[src/rtl/core/sbsm_pkg.sv]
// sbsm_pkg: shared types, constants and helpers of the serial bank switch mapper
// no dependencies; used by the channel interfaces, sbsm_update and the top level
package sbsm_pkg;

	localparam int ADDR_W   = 16;
	localparam int DATA_W   = 8;
	localparam int SLOT_W   = 7;
	localparam int CHR_W    = 7;
	localparam int COUNT_W  = 8;
	localparam int APB_AW   = 3;
	localparam int APB_DW   = 32;

	// control register indexes, taken from address bits 14:13
	localparam logic [1:0] REG_CTRL = 2'd0;
	localparam logic [1:0] REG_CHR0 = 2'd1;
	localparam logic [1:0] REG_CHR1 = 2'd2;
	localparam logic [1:0] REG_PRG  = 2'd3;

	// config register indexes
	localparam logic CFG_BANK_COUNT = 1'b0;
	localparam logic CFG_HAS_CHR    = 1'b1;

	localparam logic [2:0] NO_LOAD       = 3'd4;
	localparam logic [2:0] LAST_BIT      = 3'd4;
	localparam logic [4:0] CTRL0_RESET   = 5'h0C;
	localparam logic [7:0] COUNT_RESET   = 8'd32;
	localparam logic [7:0] BIG_COUNT     = 8'd128;
	localparam logic [7:0] MID_COUNT     = 8'd64;
	localparam logic [4:0] HI_ONE_LARGE  = 5'd30;
	localparam logic [4:0] HI_TWO_LARGE  = 5'd31;

	typedef struct packed {
		logic [4:0]      shift_bits;
		logic [2:0]      shift_count;
		logic [1:0]      last_region;
		logic [3:0][4:0] ctrl;
		logic [3:0][4:0] slots;       // only the low five bits reach the outputs
		logic [1:0]      outer_base;
		logic            swap_latch;
		logic [6:0]      chr_low;
		logic [6:0]      chr_high;
	} map_state_t;

	typedef struct packed {
		logic [7:0] bank_count;
		logic       has_chr_rom;
	} map_cfg_t;

	function automatic logic is_small(input logic [7:0] count);
		return (count != BIG_COUNT) && (count != MID_COUNT);
	endfunction

	function automatic logic [4:0] hi_one(input logic [7:0] count);
		logic [7:0] v;
		v = count - 8'd2;
		return is_small(count) ? v[4:0] : HI_ONE_LARGE;
	endfunction

	function automatic logic [4:0] hi_two(input logic [7:0] count);
		logic [7:0] v;
		v = count - 8'd1;
		return is_small(count) ? v[4:0] : HI_TWO_LARGE;
	endfunction

	// two-write latch on 1024K carts: {swap_latch, outer_base}
	function automatic logic [2:0] swap_step(input logic swap, input logic [1:0] outer,
			input logic b1, input logic b2, input logic use2);
		if (swap)
			return {1'b0, use2 & b2, b1};
		else
			return {1'b1, outer};
	endfunction

endpackage

[src/rtl/core/sbsm_in_if.sv]
// sbsm_in_if: write channel carrying one cpu write per item
// depends on sbsm_pkg for field widths
interface sbsm_in_if import sbsm_pkg::*; ();
	logic              valid;
	logic              ready;
	logic [ADDR_W-1:0] write_addr;
	logic [DATA_W-1:0] write_data;

	modport source(output valid, write_addr, write_data, input ready);
	modport sink(input valid, write_addr, write_data, output ready);
endinterface

[src/rtl/core/sbsm_out_if.sv]
// sbsm_out_if: result channel carrying the mapping after each write
// depends on sbsm_pkg for field widths
interface sbsm_out_if import sbsm_pkg::*; ();
	logic              valid;
	logic              ready;
	logic [SLOT_W-1:0] prg_slot_0;
	logic [SLOT_W-1:0] prg_slot_1;
	logic [SLOT_W-1:0] prg_slot_2;
	logic [SLOT_W-1:0] prg_slot_3;
	logic [1:0]        mirror_mode;
	logic [CHR_W-1:0]  chr_low_base;
	logic [CHR_W-1:0]  chr_high_base;
	logic [2:0]        loaded_register;

	modport source(output valid, prg_slot_0, prg_slot_1, prg_slot_2, prg_slot_3,
		mirror_mode, chr_low_base, chr_high_base, loaded_register, input ready);
	modport sink(input valid, prg_slot_0, prg_slot_1, prg_slot_2, prg_slot_3,
		mirror_mode, chr_low_base, chr_high_base, loaded_register, output ready);
endinterface

[src/rtl/core/sbsm_update.sv]
// sbsm_update: next mapper state for one write (serial shift, register load, apply)
// depends on sbsm_pkg
module sbsm_update import sbsm_pkg::*; (
	input  map_state_t st,
	input  map_cfg_t   cfg,
	input  logic [1:0] region,
	input  logic       reset_bit,
	input  logic       serial_bit,
	output map_state_t nxt,
	output logic [2:0] loaded
);

	always_comb begin
		logic [4:0] sb;
		logic [2:0] sc;
		logic [4:0] bits;
		logic [2:0] cnt;
		logic [4:0] c0;
		logic [4:0] v1;
		logic [4:0] v2;
		logic [4:0] v3;
		logic [4:0] b;
		logic [6:0] cl;
		logic       big;
		logic       mid;
		logic       small_cart;

		nxt = st;
		loaded = NO_LOAD;
		big = (cfg.bank_count == BIG_COUNT);
		mid = (cfg.bank_count == MID_COUNT);
		small_cart = is_small(cfg.bank_count);
		sb = (region != st.last_region) ? 5'd0 : st.shift_bits;
		sc = (region != st.last_region) ? 3'd0 : st.shift_count;
		if (sc > LAST_BIT)
			sc = 3'd0;
		bits = sb | ({4'd0, serial_bit} << sc);
		cnt = sc + 3'd1;
		c0 = st.ctrl[REG_CTRL];
		v1 = (region == REG_CHR0) ? bits : st.ctrl[REG_CHR0];
		v2 = (region == REG_CHR1) ? bits : st.ctrl[REG_CHR1];
		v3 = bits;
		b = 5'd0;
		cl = 7'd0;
		nxt.last_region = region;
		nxt.shift_bits = sb;
		nxt.shift_count = sc;

		if (reset_bit) begin
			nxt.shift_bits = 5'd0;
			nxt.shift_count = 3'd0;
		end else if (sc == LAST_BIT) begin
			nxt.shift_bits = 5'd0;
			nxt.shift_count = 3'd0;
			nxt.ctrl[region] = bits;
			loaded = {1'b0, region};
			unique case (region)
				REG_CTRL: begin
				end
				REG_CHR0: begin
					if (big) begin
						if (c0[4])
							{nxt.swap_latch, nxt.outer_base} =
								swap_step(st.swap_latch, st.outer_base, v1[4], v2[4], c0[3]);
						else
							nxt.outer_base = v1[4] ? 2'd3 : 2'd0;
					end else if (mid && !cfg.has_chr_rom) begin
						nxt.outer_base = {1'b0, v1[4]};
					end else if (c0[4]) begin
						nxt.chr_low = {v1, 2'b00};
					end else if (cfg.has_chr_rom) begin
						cl = {v1[4:1], 3'b000};
						nxt.chr_low = cl;
						nxt.chr_high = cl + 7'd4;
					end
				end
				REG_CHR1: begin
					if (big && c0[3])
						{nxt.swap_latch, nxt.outer_base} =
							swap_step(st.swap_latch, st.outer_base, v1[4], v2[4], 1'b1);
					if (c0[4])
						nxt.chr_high = {v2, 2'b00};
				end
				REG_PRG: begin
					if (c0[3]) begin
						b = {v3[3:0], 1'b0};
						if (c0[2]) begin
							nxt.slots[0] = b;
							nxt.slots[1] = b + 5'd1;
							nxt.slots[2] = hi_one(cfg.bank_count);
							nxt.slots[3] = hi_two(cfg.bank_count);
						end else if (small_cart) begin
							nxt.slots[0] = 5'd0;
							nxt.slots[1] = 5'd1;
							nxt.slots[2] = b;
							nxt.slots[3] = b + 5'd1;
						end
					end else begin
						b = {v3[3:1], 2'b00};
						nxt.slots[0] = b;
						nxt.slots[1] = b + 5'd1;
						if (small_cart) begin
							nxt.slots[2] = b + 5'd2;
							nxt.slots[3] = b + 5'd3;
						end
					end
				end
			endcase
		end else begin
			nxt.shift_bits = bits;
			nxt.shift_count = cnt;
		end
	end

endmodule

[src/rtl/core/serial_bank_switch_mapper_unit.sv]
// serial_bank_switch_mapper_unit: top level of the serial bank switch mapper
// depends on sbsm_pkg, sbsm_in_if, sbsm_out_if and sbsm_update
//
// channel   dir  handshake      payload
// wr_in     in   valid/ready    write_addr[15:0], write_data[7:0]
// map_out   out  valid/ready    prg_slot_0..3, mirror_mode, chr bases, loaded_register
// apb       in   psel/penable   paddr[2:0], pwdata[31:0], prdata[31:0], pready
//
// an item waits in the input register while the update logic works on it, then the
// result register loads it once the result slot is free or being drained; one item
// per cycle sustained while map_out is not stalled
// the mapper state is updated in the single cycle where an item leaves the input
// register (apb config writes win), which bounds throughput to one item per clock
// arst_n clears the valid bits and loads the power-up mapping (ctrl0 0x0C,
// slots 0, 1, 30, 31, bank count 32, chr rom present)
// a stalled result holds both stages; the input side keeps taking items while
// the input register is empty or moves on
module serial_bank_switch_mapper_unit import sbsm_pkg::*; (
	input  logic              clk,
	input  logic              arst_n,
	sbsm_in_if.sink           wr_in,
	sbsm_out_if.source        map_out,
	input  logic              psel,
	input  logic              penable,
	input  logic              pwrite,
	input  logic [APB_AW-1:0] paddr,
	input  logic [APB_DW-1:0] pwdata,
	output logic [APB_DW-1:0] prdata,
	output logic              pready
);

	// config registers
	map_cfg_t   cfg_q;
	// live mapper state
	map_state_t st_q;
	map_state_t st_nxt;
	logic [2:0] loaded_nxt;

	// input register: only the address region and data bits 7 and 0 matter
	logic       valid_s1;
	logic [1:0] region_s1;
	logic       reset_bit_s1;
	logic       serial_bit_s1;

	// result register
	logic       out_valid_q;

	logic adv;
	logic fire_s1;
	logic cfg_wr;

	// result slot is free or being drained
	assign adv     = !out_valid_q || map_out.ready;
	assign fire_s1 = valid_s1 && adv;
	assign wr_in.ready = !valid_s1 || adv;
	assign cfg_wr  = psel && penable && pwrite;
	assign pready  = 1'b1;

	// register read back
	always_comb begin
		prdata = '0;
		unique case (paddr[2])
			CFG_BANK_COUNT: prdata = {{(APB_DW-COUNT_W){1'b0}}, cfg_q.bank_count};
			CFG_HAS_CHR:    prdata = {{(APB_DW-1){1'b0}}, cfg_q.has_chr_rom};
		endcase
	end

	// input stage
	always_ff @(posedge clk or negedge arst_n) begin
		if (!arst_n) begin
			valid_s1 <= 1'b0;
		end else if (wr_in.valid && wr_in.ready) begin
			valid_s1 <= 1'b1;
		end else if (fire_s1) begin
			valid_s1 <= 1'b0;
		end
	end

	always_ff @(posedge clk) begin
		if (wr_in.valid && wr_in.ready) begin
			region_s1     <= wr_in.write_addr[14:13];
			reset_bit_s1  <= wr_in.write_data[7];
			serial_bit_s1 <= wr_in.write_data[0];
		end
	end

	sbsm_update u_update (
		.st         (st_q),
		.cfg        (cfg_q),
		.region     (region_s1),
		.reset_bit  (reset_bit_s1),
		.serial_bit (serial_bit_s1),
		.nxt        (st_nxt),
		.loaded     (loaded_nxt)
	);

	// config and mapper state; a bank count write restores the start slots
	always_ff @(posedge clk or negedge arst_n) begin
		if (!arst_n) begin
			cfg_q.bank_count  <= COUNT_RESET;
			cfg_q.has_chr_rom <= 1'b1;
			st_q.shift_bits   <= 5'd0;
			st_q.shift_count  <= 3'd0;
			st_q.last_region  <= 2'd0;
			st_q.ctrl         <= {5'd0, 5'd0, 5'd0, CTRL0_RESET};
			st_q.slots        <= {hi_two(COUNT_RESET), hi_one(COUNT_RESET), 5'd1, 5'd0};
			st_q.outer_base   <= 2'd0;
			st_q.swap_latch   <= 1'b0;
			st_q.chr_low      <= 7'd0;
			st_q.chr_high     <= 7'd0;
		end else if (cfg_wr) begin
			unique case (paddr[2])
				CFG_BANK_COUNT: begin
					cfg_q.bank_count <= pwdata[COUNT_W-1:0];
					st_q.slots <= {hi_two(pwdata[COUNT_W-1:0]), hi_one(pwdata[COUNT_W-1:0]),
						5'd1, 5'd0};
					st_q.outer_base <= 2'd0;
					st_q.swap_latch <= 1'b0;
				end
				CFG_HAS_CHR: begin
					cfg_q.has_chr_rom <= pwdata[0];
				end
			endcase
		end else if (fire_s1) begin
			st_q <= st_nxt;
		end
	end

	// result register
	always_ff @(posedge clk or negedge arst_n) begin
		if (!arst_n) begin
			out_valid_q <= 1'b0;
		end else if (adv) begin
			out_valid_q <= valid_s1;
		end
	end

	always_ff @(posedge clk) begin
		if (fire_s1) begin
			map_out.prg_slot_0      <= {st_nxt.outer_base, st_nxt.slots[0]};
			map_out.prg_slot_1      <= {st_nxt.outer_base, st_nxt.slots[1]};
			map_out.prg_slot_2      <= {st_nxt.outer_base, st_nxt.slots[2]};
			map_out.prg_slot_3      <= {st_nxt.outer_base, st_nxt.slots[3]};
			map_out.mirror_mode     <= st_nxt.ctrl[REG_CTRL][1:0];
			map_out.chr_low_base    <= st_nxt.chr_low;
			map_out.chr_high_base   <= st_nxt.chr_high;
			map_out.loaded_register <= loaded_nxt;
		end
	end

	assign map_out.valid = out_valid_q;

	// serial count never passes the fifth bit
	a_count_range: assert property (@(posedge clk) disable iff (!arst_n)
		st_q.shift_count <= LAST_BIT)
		else $error("shift count out of range");

	// an item leaving the input register always shows up as a result
	a_fire_result: assert property (@(posedge clk) disable iff (!arst_n)
		fire_s1 |=> out_valid_q)
		else $error("result lost");

	// a register load empties the shift register
	a_load_clears: assert property (@(posedge clk) disable iff (!arst_n)
		(fire_s1 && !cfg_wr && loaded_nxt != NO_LOAD) |=>
		(st_q.shift_count == 3'd0 && st_q.shift_bits == 5'd0))
		else $error("shift not cleared after load");

	// the swap latch only exists on 1024K carts
	a_swap_big: assert property (@(posedge clk) disable iff (!arst_n)
		st_q.swap_latch |-> (cfg_q.bank_count == BIG_COUNT))
		else $error("swap latch set on small cart");

	// outer base only moves on 512K and 1024K carts
	a_outer_small: assert property (@(posedge clk) disable iff (!arst_n)
		is_small(cfg_q.bank_count) |-> (st_q.outer_base == 2'd0))
		else $error("outer base set on small cart");

endmodule

[src/flat_wrapper.sv]
// flat-port wrapper written by rule: the top's interface ports become plain ports
module serial_bank_switch_mapper_unit_flat import sbsm_pkg::*;
  (clk, arst_n, psel, penable, pwrite, paddr, pwdata, prdata, pready, wr_in_valid, wr_in_write_addr, wr_in_write_data, wr_in_ready, map_out_valid, map_out_prg_slot_0, map_out_prg_slot_1, map_out_prg_slot_2, map_out_prg_slot_3, map_out_mirror_mode, map_out_chr_low_base, map_out_chr_high_base, map_out_loaded_register, map_out_ready);
  sbsm_in_if wr_in_i ();
  sbsm_out_if map_out_i ();
  input  logic clk;
  input  logic arst_n;
  input  logic psel;
  input  logic penable;
  input  logic pwrite;
  input  logic [APB_AW-1:0] paddr;
  input  logic [APB_DW-1:0] pwdata;
  output logic [APB_DW-1:0] prdata;
  output logic pready;
  input wire logic [$bits(wr_in_i.valid)-1:0] wr_in_valid;
  input wire logic [$bits(wr_in_i.write_addr)-1:0] wr_in_write_addr;
  input wire logic [$bits(wr_in_i.write_data)-1:0] wr_in_write_data;
  output wire logic [$bits(wr_in_i.ready)-1:0] wr_in_ready;
  output wire logic [$bits(map_out_i.valid)-1:0] map_out_valid;
  output wire logic [$bits(map_out_i.prg_slot_0)-1:0] map_out_prg_slot_0;
  output wire logic [$bits(map_out_i.prg_slot_1)-1:0] map_out_prg_slot_1;
  output wire logic [$bits(map_out_i.prg_slot_2)-1:0] map_out_prg_slot_2;
  output wire logic [$bits(map_out_i.prg_slot_3)-1:0] map_out_prg_slot_3;
  output wire logic [$bits(map_out_i.mirror_mode)-1:0] map_out_mirror_mode;
  output wire logic [$bits(map_out_i.chr_low_base)-1:0] map_out_chr_low_base;
  output wire logic [$bits(map_out_i.chr_high_base)-1:0] map_out_chr_high_base;
  output wire logic [$bits(map_out_i.loaded_register)-1:0] map_out_loaded_register;
  input wire logic [$bits(map_out_i.ready)-1:0] map_out_ready;
  assign wr_in_i.valid = wr_in_valid;
  assign wr_in_i.write_addr = wr_in_write_addr;
  assign wr_in_i.write_data = wr_in_write_data;
  assign wr_in_ready = wr_in_i.ready;
  assign map_out_valid = map_out_i.valid;
  assign map_out_prg_slot_0 = map_out_i.prg_slot_0;
  assign map_out_prg_slot_1 = map_out_i.prg_slot_1;
  assign map_out_prg_slot_2 = map_out_i.prg_slot_2;
  assign map_out_prg_slot_3 = map_out_i.prg_slot_3;
  assign map_out_mirror_mode = map_out_i.mirror_mode;
  assign map_out_chr_low_base = map_out_i.chr_low_base;
  assign map_out_chr_high_base = map_out_i.chr_high_base;
  assign map_out_loaded_register = map_out_i.loaded_register;
  assign map_out_i.ready = map_out_ready;
  serial_bank_switch_mapper_unit u_core (.clk(clk), .arst_n(arst_n), .wr_in(wr_in_i), .map_out(map_out_i), .psel(psel), .penable(penable), .pwrite(pwrite), .paddr(paddr), .pwdata(pwdata), .prdata(prdata), .pready(pready));
endmodule
[config.mk]
export PLATFORM = sky130hd
export DESIGN_NAME = serial_bank_switch_mapper_unit_flat
export DESIGN_NICKNAME = d
export VERILOG_FILES = /design/src/rtl/core/sbsm_pkg.sv /design/src/rtl/core/sbsm_in_if.sv /design/src/rtl/core/sbsm_out_if.sv /design/src/rtl/core/sbsm_update.sv /design/src/rtl/core/serial_bank_switch_mapper_unit.sv /design/src/flat_wrapper.sv
export SDC_FILE = /design/constraint.sdc
export NUM_CORES = 1
export LEC_CHECK = 0
export CAP_MARGIN = 20
export CORE_ASPECT_RATIO = 0.6
export CORE_MARGIN = 2
export CORE_UTILIZATION = 35
export CTS_BUF_LIST = sky130_fd_sc_hd__clkbuf_8
export DETAILED_ROUTE_END_ITERATION = 7
export DONT_BUFFER_PORTS = 1
export GPL_ROUTABILITY_DRIVEN = 0
export PLACE_DENSITY = 0.58
export RECOVER_POWER = 25
export SLEW_MARGIN = 20
export SYNTH_ARGS = -nofsm -noshare
export SYNTH_HDL_FRONTEND = slang
export SYNTH_SLANG_ARGS = --single-unit
[constraint.sdc]
create_clock -name clk -period 4.7 [get_ports clk]
set_input_delay 0.94 -clock clk [delete_from_list [all_inputs] [get_ports clk]]
set_output_delay 0.94 -clock clk [all_outputs]
set_load 0.005 [all_outputs]
==> results.py, run 1 <==
metrics = {
    "power": {
        "power_per_cell_area_nw_per_um2": 397,
        "max-vdd-ir-drop_mv": 0.162,
        "leakage_nw": 2.61,
        "fin_total_pwr_mw": 2.51,
    },
    "setup_path": {
        "critPathLaunchType": "register",
        "timing.critical_path.to_type": "register",
        "worstPathArrival_ps": 3530,
        "timing.critical_path.max_delay_family": "compound AO/OA/AOI/OAI gates",
        "critPathSlowestCell": "edfxtp_1",
        "setup.worst_path.class": "register to register",
        "cp_cell_sequence": "xor2_1 > nor2_1 > nand3b_1 > ha_1 > nand3b_1 > nor4_4 > o21ai_1 > o21a_1 > a22o_1",
        "path_max_fanout": 11,
        "cp_common_cell": "nand3b_1",
        "critical_path_required_ps": 5010,
        "max_stage_delay_ps": 500,
        "critical_path_buffers_and_inverters": 0,
    },
    "place": {
        "placement.io_buffers": 0,
        "preCtsSetupSlack_ps": 1340,
        "detailedPlacementHpwl_mm": 9.63,
    },
    "synthesis": {
        "syn-mean-instance-area_um2": 10.8,
        "synth_async_reset_ratio": 0.602,
        "dominantRegCellSynth": "dfrtp_1",
        "synth.lib_cells_used.distinct": 63,
        "yosysWarnings": 0,
        "ys_seq_elements": 113,
        "synth_sequential_area_ratio": 0.528,
        "synth.cell_area_um2": 5820,
        "synth_enable_flop_cells": 45,
        "synth_cells": 538,
    },
    "floorplanning": {
        "die_w_um": 170,
        "initial_core_util": 0.358,
        "num_rows": 36,
        "dieArea_um2": 17700,
        "placeableCoreArea_um2": 16300,
        "top_level_ports": 148,
        "chipHeight_um": 104,
    },
    "route": {
        "vias": 4038,
        "routed_wl_mm": 13.6,
        "routed_wire_length_per_instance_um": 17.6,
        "drt_first_iter_violations": 321,
        "antenna_left": 0,
        "vias_per_cell": 5.23,
        "dr.pass1.iters": 5,
        "drt_drc_violations_left": 0,
    },
    "cts": {
        "ctsHtreeMaxLevel": 4,
        "cts.repair.resized": 0,
        "clkTransAtPathRegs_ps": 80,
        "cts_made_buffers": 17,
        "tritoncts_clock_tree": "yes",
        "clockRootBuffer": "clkbuf_8",
        "clock_tree_sinks": 113,
        "max-clock-path-buffers": 2,
        "clkLatencyLatePin_ps": 430,
        "holdBufCountCts": 0,
        "post_cts_buffers": 0,
    },
    "sta": {
        "final_hold_viol_count": 0,
        "fin_hold_ws_ps": 205,
        "max_slew_margin": 0.432,
        "timing.final.crit_share": 0.684,
        "clock_skew_ps": 8.70,
        "final_critical_delay_including_setup_and_external_delays_ps": 3220,
        "postLayoutSetupSlackWorst_ps": 1480,
        "setup_viol_count_final": 0,
        "drv_slew": 0,
        "setup_tns_ps": 0,
        "tightest_slew_ps": 848,
        "maxClockFrequency_mhz": 311,
        "rsz_0062_raised_after_global_routing": "false",
    },
    "layout": {
        "num_antenna_cells": 0,
        "mostFrequentLayoutCell": "nand2_1",
        "fillCellCount": 1576,
        "layout_cell_share_with_drive_strength_beyond_1": 0.140,
        "final_nets": 610,
        "most_frequent_cells_in_the_layout": "nand2_1, dfrtp_1, edfxtp_1",
        "layout.core_utilization": 0.389,
        "layout-area-overhead-vs-synth_pct": 8.69,
    },
    "global_routing": {
        "grt_pass1_wl_mm": 21.5,
        "gr-usage-all-layers": 0.160,
        "overflow": 0,
        "grt_start_max_net_pins": 69,
        "grt_pass1_vias": 3856,
        "grt_antenna_before_repair": 0,
    },
    "outcome": {
        "outcome": "completed",
    },
    "run": {
        "timing.max_cap.violations": 0,
    },
    "min_path": {
        "hold_path_class": "primary input to asynchronous set/reset pin",
    },
}
[per-layer routing]
| layer | vias to the layer above | global-route usage | routed length (um) |
|---|---|---|---|
| met2 | 151 | 0.214 | 5510 |
| met4 | 0 | 0.0440 | 125 |
| met5 | - | 0 | 0 |
| li1 | 1868 | - | - |
| met3 | 13 | 0.0350 | 839 |
| met1 | 2006 | 0.256 | 7150 |
[worst reg2reg max path, stage by stage, from the launching register on]
cell	delay, ps
edfxtp_1	500
xor2_1	410
nor2_1	190
nand3b_1	150
ha_1	230
nand3b_1	160
nor4_4	390
o21ai_1	410
o21a_1	420
a22o_1	250
[where the power goes]
| group | switching [mW] | internal [mW] | total (mW) |
|---|---|---|---|
| Combinational | 0.181 | 0.111 | 0.293 |
| Sequential | 0.0747 | 1.15 | 1.22 |
| Clock | 0.455 | 0.542 | 0.997 |
| Total | 0.711 | 1.80 | 2.51 |
[flip-flops by register name, indices dropped and copies added, names as in the netlist, 3 cells and up]
name / flops
u_core.st_q: 57
u_core.map_out.loaded_register: 3
u_core.map_out.prg_slot_1: 5
u_core.cfg_q: 9
u_core.map_out.chr_high_base: 7
u_core.map_out.prg_slot_0: 5
u_core.map_out.prg_slot_3: 7
u_core.map_out.prg_slot_2: 5
u_core.map_out.chr_low_base: 7
[final timing paths]
path / startpoint / end / slack [ps] / cells after the start
worst max-delay path: u_core.region_s1[1] / u_core.st_q[20] / 1480 / 9
worst min-delay path: arst_n / u_core.st_q[6] / 200 / 0
worst max register to register: u_core.region_s1[1] / u_core.st_q[20] / 1480 / 9
worst min register to register: u_core.st_q[17] / u_core.st_q[17] / 480 / 1
min in group clk: u_core.st_q[17] / u_core.st_q[17] / 480 / 1
max in group asynchronous: arst_n / u_core.st_q[34] / 4250 / 0
[final cells by class]
class	count	area, um^2	area share
repair buffers	1	7.51	0.00119
flip-flops and latches	113	3070	0.485
multi-input cells	383	2470	0.391
clock inverters	15	196	0.0311
inverters	15	56.3	0.00890
well taps	228	285	0.0451
clock buffers	17	234	0.0370
[cell families (layout without fill, tap and decap cells)]
family                   after synthesis  in the layout  synth area share
AO/OA/AOI/OAI                        122            122             0.146
XOR/XNOR                              16             16            0.0241
adder cells (fa/ha/maj)               13             13            0.0280
buffers and inverters                 65             48            0.0623
flip-flops                           113            113             0.528
multiplexers                          25             25            0.0473
other                                  2             25           0.00129
AND/OR/NAND/NOR                      182            182             0.164
[cells in the mapped netlist, types with 3 or more instances]
| cell | number | area share |
|---|---|---|
| a221o_1 | 9 | 0.015 |
| nand3b_1 | 5 | 0.0065 |
| dfrtp_1 | 54 | 0.23 |
| mux2i_1 | 5 | 0.0086 |
| inv_1 | 14 | 0.0090 |
| o21ai_0 | 36 | 0.031 |
| ha_1 | 13 | 0.028 |
| nand2b_1 | 11 | 0.012 |
| buf_4 | 31 | 0.040 |
| nand3_1 | 9 | 0.0077 |
| o21a_1 | 4 | 0.0052 |
| xor2_1 | 8 | 0.012 |
| nor3_1 | 4 | 0.0034 |
| and2_1 | 13 | 0.014 |
| and3_1 | 6 | 0.0065 |
| nor2b_1 | 11 | 0.012 |
| clkbuf_1 | 15 | 0.0097 |
| mux2_2 | 20 | 0.039 |
| o211ai_1 | 8 | 0.010 |
| a21o_1 | 7 | 0.0090 |
| edfxtp_1 | 45 | 0.23 |
| nand2_1 | 69 | 0.045 |
| o22a_1 | 6 | 0.0090 |
| nand4_1 | 3 | 0.0032 |
| dfstp_2 | 14 | 0.063 |
| nor2_1 | 33 | 0.021 |
| o2bb2ai_1 | 3 | 0.0045 |
| a22o_1 | 11 | 0.017 |
| a21oi_1 | 19 | 0.016 |
| xnor2_1 | 8 | 0.012 |
[metrics by stage]
step / instances / area, um^2
after CTS: 772 / 6320
final: 772 / 6320
after global placement: 740 / 5890
after global routing: 772 / 6320
after detailed placement: 740 / 5890
after floorplan: 561 / 5910
Note: power is estimated with default switching activity, not from simulation.
==> run 2, diff against run 1 <==
--- a/config.mk
+++ b/config.mk
@@ -13,7 +13,7 @@
 export DETAILED_ROUTE_END_ITERATION = 7
 export DONT_BUFFER_PORTS = 1
 export GPL_ROUTABILITY_DRIVEN = 0
-export PLACE_DENSITY = 0.58
+export PLACE_DENSITY = 0.6
 export RECOVER_POWER = 25
 export SLEW_MARGIN = 20
 export SYNTH_ARGS = -nofsm -noshare
==> constraint.sdc (replaced) <==
create_clock -name clk -period 2.8 [get_ports clk]
set_input_delay 0.56 -clock clk [delete_from_list [all_inputs] [get_ports clk]]
set_output_delay 0.56 -clock clk [all_outputs]
set_load 0.005 [all_outputs]
==> run 2 against run 1 <==
The flow now finishes with violations (capacitance limit, slew limit). Worst hold slack lost 6.0 ps. Combinational power grew 93%. Die area is the same. Register-to-register slack lost 1300 ps. Flip-flop and latch count is the same. Clock power grew 47%. Clock skew grew 2.7 ps. Sequential power grew 68%. Via count grew 1.8%. Maximum frequency grew 21%.
==> results.py, run 2 (synthesis results as in run 1) <==
metrics = {
    "place": {
        "preCtsSetupSlack_ps": -28.6,
        "detailedPlacementHpwl_mm": 10.2,
        "placement.io_buffers": 0,
    },
    "setup_path": {
        "setup.worst_path.class": "register to register",
        "worstPathArrival_ps": 2980,
        "critPathSlowestCell": "dfrtp_1",
        "critPathLaunchType": "register",
        "cp_cell_sequence": "xor2_2 > nor2_2 > nand3b_1 > ha_1 > nor2b_1 > and4_1 > inv_1 > nor2_1 > nand2_1 > mux2_2",
        "worst_r2r_path_depth": 10,
        "critical_path.reg2reg.startpoint": "u_core.st_q[58]",
        "crit-reg2reg-capture": "u_core.st_q[38]",
        "timing.critical_path.to_type": "register",
        "regToRegSetupSlack_ps": 150,
        "max_stage_delay_ps": 440,
        "critical_path_required_ps": 3130,
        "path_max_fanout": 5,
        "crit_start": "u_core.st_q[58]",
    },
    "power": {
        "leakage_nw": 2.69,
        "fin_total_pwr_mw": 4.09,
        "power_per_cell_area_nw_per_um2": 632,
        "max-vdd-ir-drop_mv": 0.244,
    },
    "cts": {
        "ctsHtreeMaxLevel": 4,
        "clockRootBuffer": "clkbuf_8",
        "cts_made_buffers": 17,
        "max-clock-path-buffers": 2,
        "clkLatencyLatePin_ps": 440,
        "clock_tree_sinks": 113,
        "tritoncts_clock_tree": "yes",
        "clkTransAtPathRegs_ps": 80,
    },
    "sta": {
        "tightest_slew_ps": 1750,
        "setup_viol_count_final": 0,
        "postLayoutSetupSlackWorst_ps": 148,
        "clock_skew_ps": 11.4,
        "drv_slew": 69,
        "rsz_0062_raised_after_global_routing": "false",
        "maxClockFrequency_mhz": 377,
        "fin_hold_ws_ps": 199,
        "final_critical_delay_including_setup_and_external_delays_ps": 2650,
        "final_hold_viol_count": 0,
        "timing.final.crit_share": 0.947,
        "max_slew_margin": -0.168,
    },
    "route": {
        "vias": 4109,
        "antenna_left": 0,
        "routed_wl_mm": 14.3,
        "drt_first_iter_violations": 284,
        "vias_per_cell": 5.18,
        "routed_wire_length_per_instance_um": 18.0,
        "drt_drc_violations_left": 0,
        "dr.pass1.iters": 5,
    },
    "min_path": {
        "hold_end": "u_core.cfg_q[6]",
        "hp-start": "pwdata[5]",
        "hold_path_depth": 2,
        "hold_path_class": "primary input to register",
    },
    "global_routing": {
        "gr-usage-all-layers": 0.169,
        "grt_antenna_before_repair": 0,
        "grt_pass1_wl_mm": 22.8,
        "overflow": 0,
        "grt_start_max_net_pins": 69,
        "grt_pass1_vias": 4148,
    },
    "floorplanning": {
        "die_w_um": 170,
        "dieArea_um2": 17700,
        "initial_core_util": 0.358,
        "top_level_ports": 148,
        "num_rows": 36,
        "chipHeight_um": 104,
        "placeableCoreArea_um2": 16300,
    },
    "layout": {
        "fillCellCount": 1555,
        "num_antenna_cells": 0,
        "mostFrequentLayoutCell": "nand2_1",
        "top_register_by_number_of_flip_flops": "u_core.st_q",
        "flip_flop_count_of_the_largest_register_all_copies_and_words_added": 57,
        "final_nets": 631,
        "layout-area-overhead-vs-synth_pct": 11.1,
        "most_frequent_cells_in_the_layout": "nand2_1, dfrtp_1, edfxtp_1",
        "layout_cell_share_with_drive_strength_beyond_1": 0.182,
        "largest_registers": "u_core.st_q (57), u_core.cfg_q (9)",
    },
    "run": {
        "timing.max_cap.violations": 1,
    },
    "outcome": {
        "violations_in_the_final_reports": "capacitance limit, slew limit",
        "outcome": "complete, but fails checks",
    },
}
-- run 2: layout make-up --
type                            count  area, um^2  area share
Sequential cell                   113        3070       0.475
Multi-Input combinational cell    383        2510       0.388
Tap cell                          228         285      0.0441
Clock buffer                       17         234      0.0362
Timing Repair Buffer               22         175      0.0271
Clock inverter                     15         136      0.0211
Inverter                           15        56.3     0.00871
-- run 2: report_power, final --
| group | internal [mW] | total [mW] | switching, mW |
|---|---|---|---|
| logic | 0.224 | 0.566 | 0.341 |
| registers | 1.92 | 2.05 | 0.127 |
| clock network | 0.708 | 1.47 | 0.764 |
-- run 2: worst max path at each step --
stage,end,cells after the start,slack [ps]
final,u_core.st_q[38],10,150
after global routing,u_core.st_q[38],10,10
after CTS,u_core.st_q[35],9,90
after detailed placement,u_core.st_q[27],9,-30
after global placement,u_core.st_q[27],9,50
after floorplan,u_core.map_out.chr_low_base[3],10,130
-- run 2: routing by layer --
layer	global-route usage	share of wire	vias to the layer above	wire length (um)
li1	-	-	1904	-
met1	0.263	0.52	2057	7460
met2	0.221	0.40	129	5770
met3	0.0495	0.064	19	913
met4	0.0537	0.0097	0	138
met5	0	0	-	0
-- run 2: stage by stage --
step / instances / setup TNS, ps / util / instance area (um^2)
CTS: 792 / 0 / 0.397 / 6450
finish: 793 / 0 / 0.398 / 6460
global placement: 759 / 0 / 0.372 / 6050
floorplan: 561 / 0 / - / 5910
global route: 793 / 0 / 0.398 / 6460
detailed placement: 759 / -43.3 / 0.372 / 6050
-- run 2: critical path: cells and delay by family (launching register included) --
family	cells	cell delay (ps)
adder cells (fa/ha/maj)	1	270
multiplexers	1	370
AND/OR/NAND/NOR	6	1080
flip-flops	1	440
buffers and inverters	1	170
XOR/XNOR	1	210
-- run 2: repair_timing --
action,CTS,global route
buffers inserted,0,1
resized for setup,2,5
pin swaps,0,1
setup endpoints to repair,5,33
hold buffers,1,0
endpoints found under the hold margin,68,0
==> run 3, diff against run 2 <==
--- a/config.mk
+++ b/config.mk
@@ -18,4 +18,5 @@
 export SLEW_MARGIN = 20
 export SYNTH_ARGS = -nofsm -noshare
 export SYNTH_HDL_FRONTEND = slang
+export SYNTH_HIERARCHICAL = 1
 export SYNTH_SLANG_ARGS = --single-unit
==> run 3 against run 2 <==
The run still ends with capacitance limit, slew limit left. Non-clock buffer count increased by 13. Power up 3.6%. Combinational power grew 10%. Sequential power grew 2%. Register-to-register slack worse by 60 ps. Worst setup slack worse by 56 ps. Sequential share of layout area is 0.93 points lower. Clock-buffer cell count unchanged. Global-route usage down 0.053 points. Design area up 2.8%. Critical endpoint is now u_core/st_q[14].
==> results.py, run 3 <==
metrics = {
    "cts": {
        "clkTransAtPathRegs_ps": 70,
        "tritoncts_clock_tree": "yes",
        "clock_tree_sinks": 114,
        "cts_made_buffers": 17,
        "clockRootBuffer": "clkbuf_8",
        "max-clock-path-buffers": 2,
        "clkLatencyLatePin_ps": 440,
        "ctsHtreeMaxLevel": 4,
    },
    "setup_path": {
        "critical_path_required_ps": 3180,
        "path_max_fanout": 6,
        "setup.worst_path.class": "register to register",
        "critPathLaunchType": "register",
        "timing.critical_path.to_type": "register",
        "worstPathArrival_ps": 3080,
    },
    "synthesis": {
        "syn-mean-instance-area_um2": 9.48,
        "yosysWarnings": 6,
        "synth.cell_area_um2": 5930,
        "synth_cells": 626,
    },
    "sta": {
        "drv_slew": 70,
        "postLayoutSetupSlackWorst_ps": 92.7,
        "max_slew_margin": -0.197,
        "final_critical_delay_including_setup_and_external_delays_ps": 2710,
        "timing.final.crit_share": 0.967,
        "setup_tns_ps": 0,
        "tightest_slew_ps": 1800,
        "maxClockFrequency_mhz": 369,
        "setup_viol_count_final": 0,
        "fin_hold_ws_ps": 201,
        "clock_skew_ps": 12.9,
        "final_hold_viol_count": 0,
    },
    "layout": {
        "num_antenna_cells": 0,
        "layout-area-overhead-vs-synth_pct": 12.0,
        "largest_registers": "u_core/st_q (58), u_core/cfg_q (9)",
        "final_nets": 718,
        "layout.core_utilization": 0.405,
        "mostFrequentLayoutCell": "nand2_1",
        "layout_cell_share_with_drive_strength_beyond_1": 0.165,
        "top_register_by_number_of_flip_flops": "u_core/st_q",
        "flip_flop_count_of_the_largest_register_all_copies_and_words_added": 58,
        "post-route-cell-area_um2": 6650,
        "most_frequent_cells_in_the_layout": "nand2_1, dfrtp_1, edfxtp_1",
    },
    "global_routing": {
        "grt_pass1_wl_mm": 22.9,
        "grt_pass1_vias": 4168,
        "grt_start_max_net_pins": 70,
        "grt_antenna_before_repair": 0,
        "overflow": 0,
        "gr-usage-all-layers": 0.168,
    },
    "place": {
        "preCtsSetupSlack_ps": 0.256,
        "placed_area_um2": 6160,
        "detailedPlacementHpwl_mm": 10.3,
        "placement.io_buffers": 0,
    },
    "min_path": {
        "hold_path_class": "primary input to register",
    },
    "floorplanning": {
        "die_w_um": 172,
        "num_rows": 36,
        "top_level_ports": 148,
        "placeableCoreArea_um2": 16400,
        "initial_core_util": 0.362,
        "chipHeight_um": 105,
        "dieArea_um2": 18000,
    },
    "route": {
        "met2RoutedLength_mm": 5.75,
        "drt_drc_violations_left": 0,
        "topRoutingLayerUsed": "met4",
        "m1WireLength_mm": 7.46,
        "routed_wl_mm": 14.6,
        "vias": 4534,
        "met3RoutedLength_mm": 1.26,
        "drt_first_iter_violations": 405,
        "vias_per_cell": 5.15,
        "dr.pass1.iters": 5,
        "routed_wire_length_per_instance_um": 16.6,
        "antenna_left": 0,
    },
    "outcome": {
        "violations_in_the_final_reports": "capacitance limit, slew limit",
        "outcome": "complete, but fails checks",
    },
    "power": {
        "leakage_nw": 2.87,
        "power_per_cell_area_nw_per_um2": 637,
        "max-vdd-ir-drop_mv": 0.226,
    },
    "run": {
        "timing.max_cap.violations": 1,
    },
}
run 3: through the flow:
stage               total power [mW]  instances
finish                          4.24        881
detailed placement              2.68        846
CTS                             4.24        879
global placement                2.66        846
global route                    4.45        881
floorplan                       2.51        649
run 3: path summary, 6_finish.rpt:
path / start / end / slack [ps] / depth (start not counted)
worst max-delay path: u_core/region_s1[0] / u_core/st_q[14] / 90 / 12
worst min-delay path: pwdata[5] / u_core/cfg_q[6] / 200 / 2
worst max register to register: u_core/region_s1[0] / u_core/st_q[14] / 90 / 12
worst min register to register: u_core/st_q[12] / u_core/st_q[12] / 470 / 2
max in group asynchronous: arst_n / u_core/st_q[66] / 1140 / 1
min in group asynchronous: arst_n / u_core/st_q[2] / 610 / 1
run 3: worst max-delay path, stage by stage, from the launching register on:
cell and delay [ps]:
edfxtp_1 450, xnor2_2 180, nand2_2 90, nor2_2 50
nand2_2 100, ha_4 160, nand3b_1 140, or4_4 580
buf_6 150, or3_1 340, a21o_1 190, o211ai_1 80
a22o_1 150
run 3: power by group:
group          switching [mW]  internal [mW]
clock network           0.732          0.796
logic                   0.373          0.250
registers               0.138           1.95
total                    1.24           2.99
run 3: repair_timing:
| action | 4_1_cts | 5_1_grt |
|---|---|---|
| hold endpoints to repair | 69 | 0 |
| pin swaps | 1 | 7 |
| hold buffers | 1 | 0 |
| setup endpoints to repair | 1 | 46 |
| buffers inserted | 0 | 3 |
| resized for setup | 0 | 17 |
run 3: layout make-up:
type / count / area [um^2]
timing repair buffer: 35 / 264
clock inverter: 15 / 156
tap: 228 / 285
sequential: 114 / 3100
inverter: 14 / 52.6
multi-input combinational: 458 / 2560
clock buffer: 17 / 234
fill: 1584 / 9750
run 3: routing by layer:
layer | vias to the layer above | GRT usage
met2 | 192 | 0.212
met5 | - | 0
met3 | 13 | 0.0576
li1 | 2117 | -
met4 | 0 | 0.0534
met1 | 2212 | 0.263
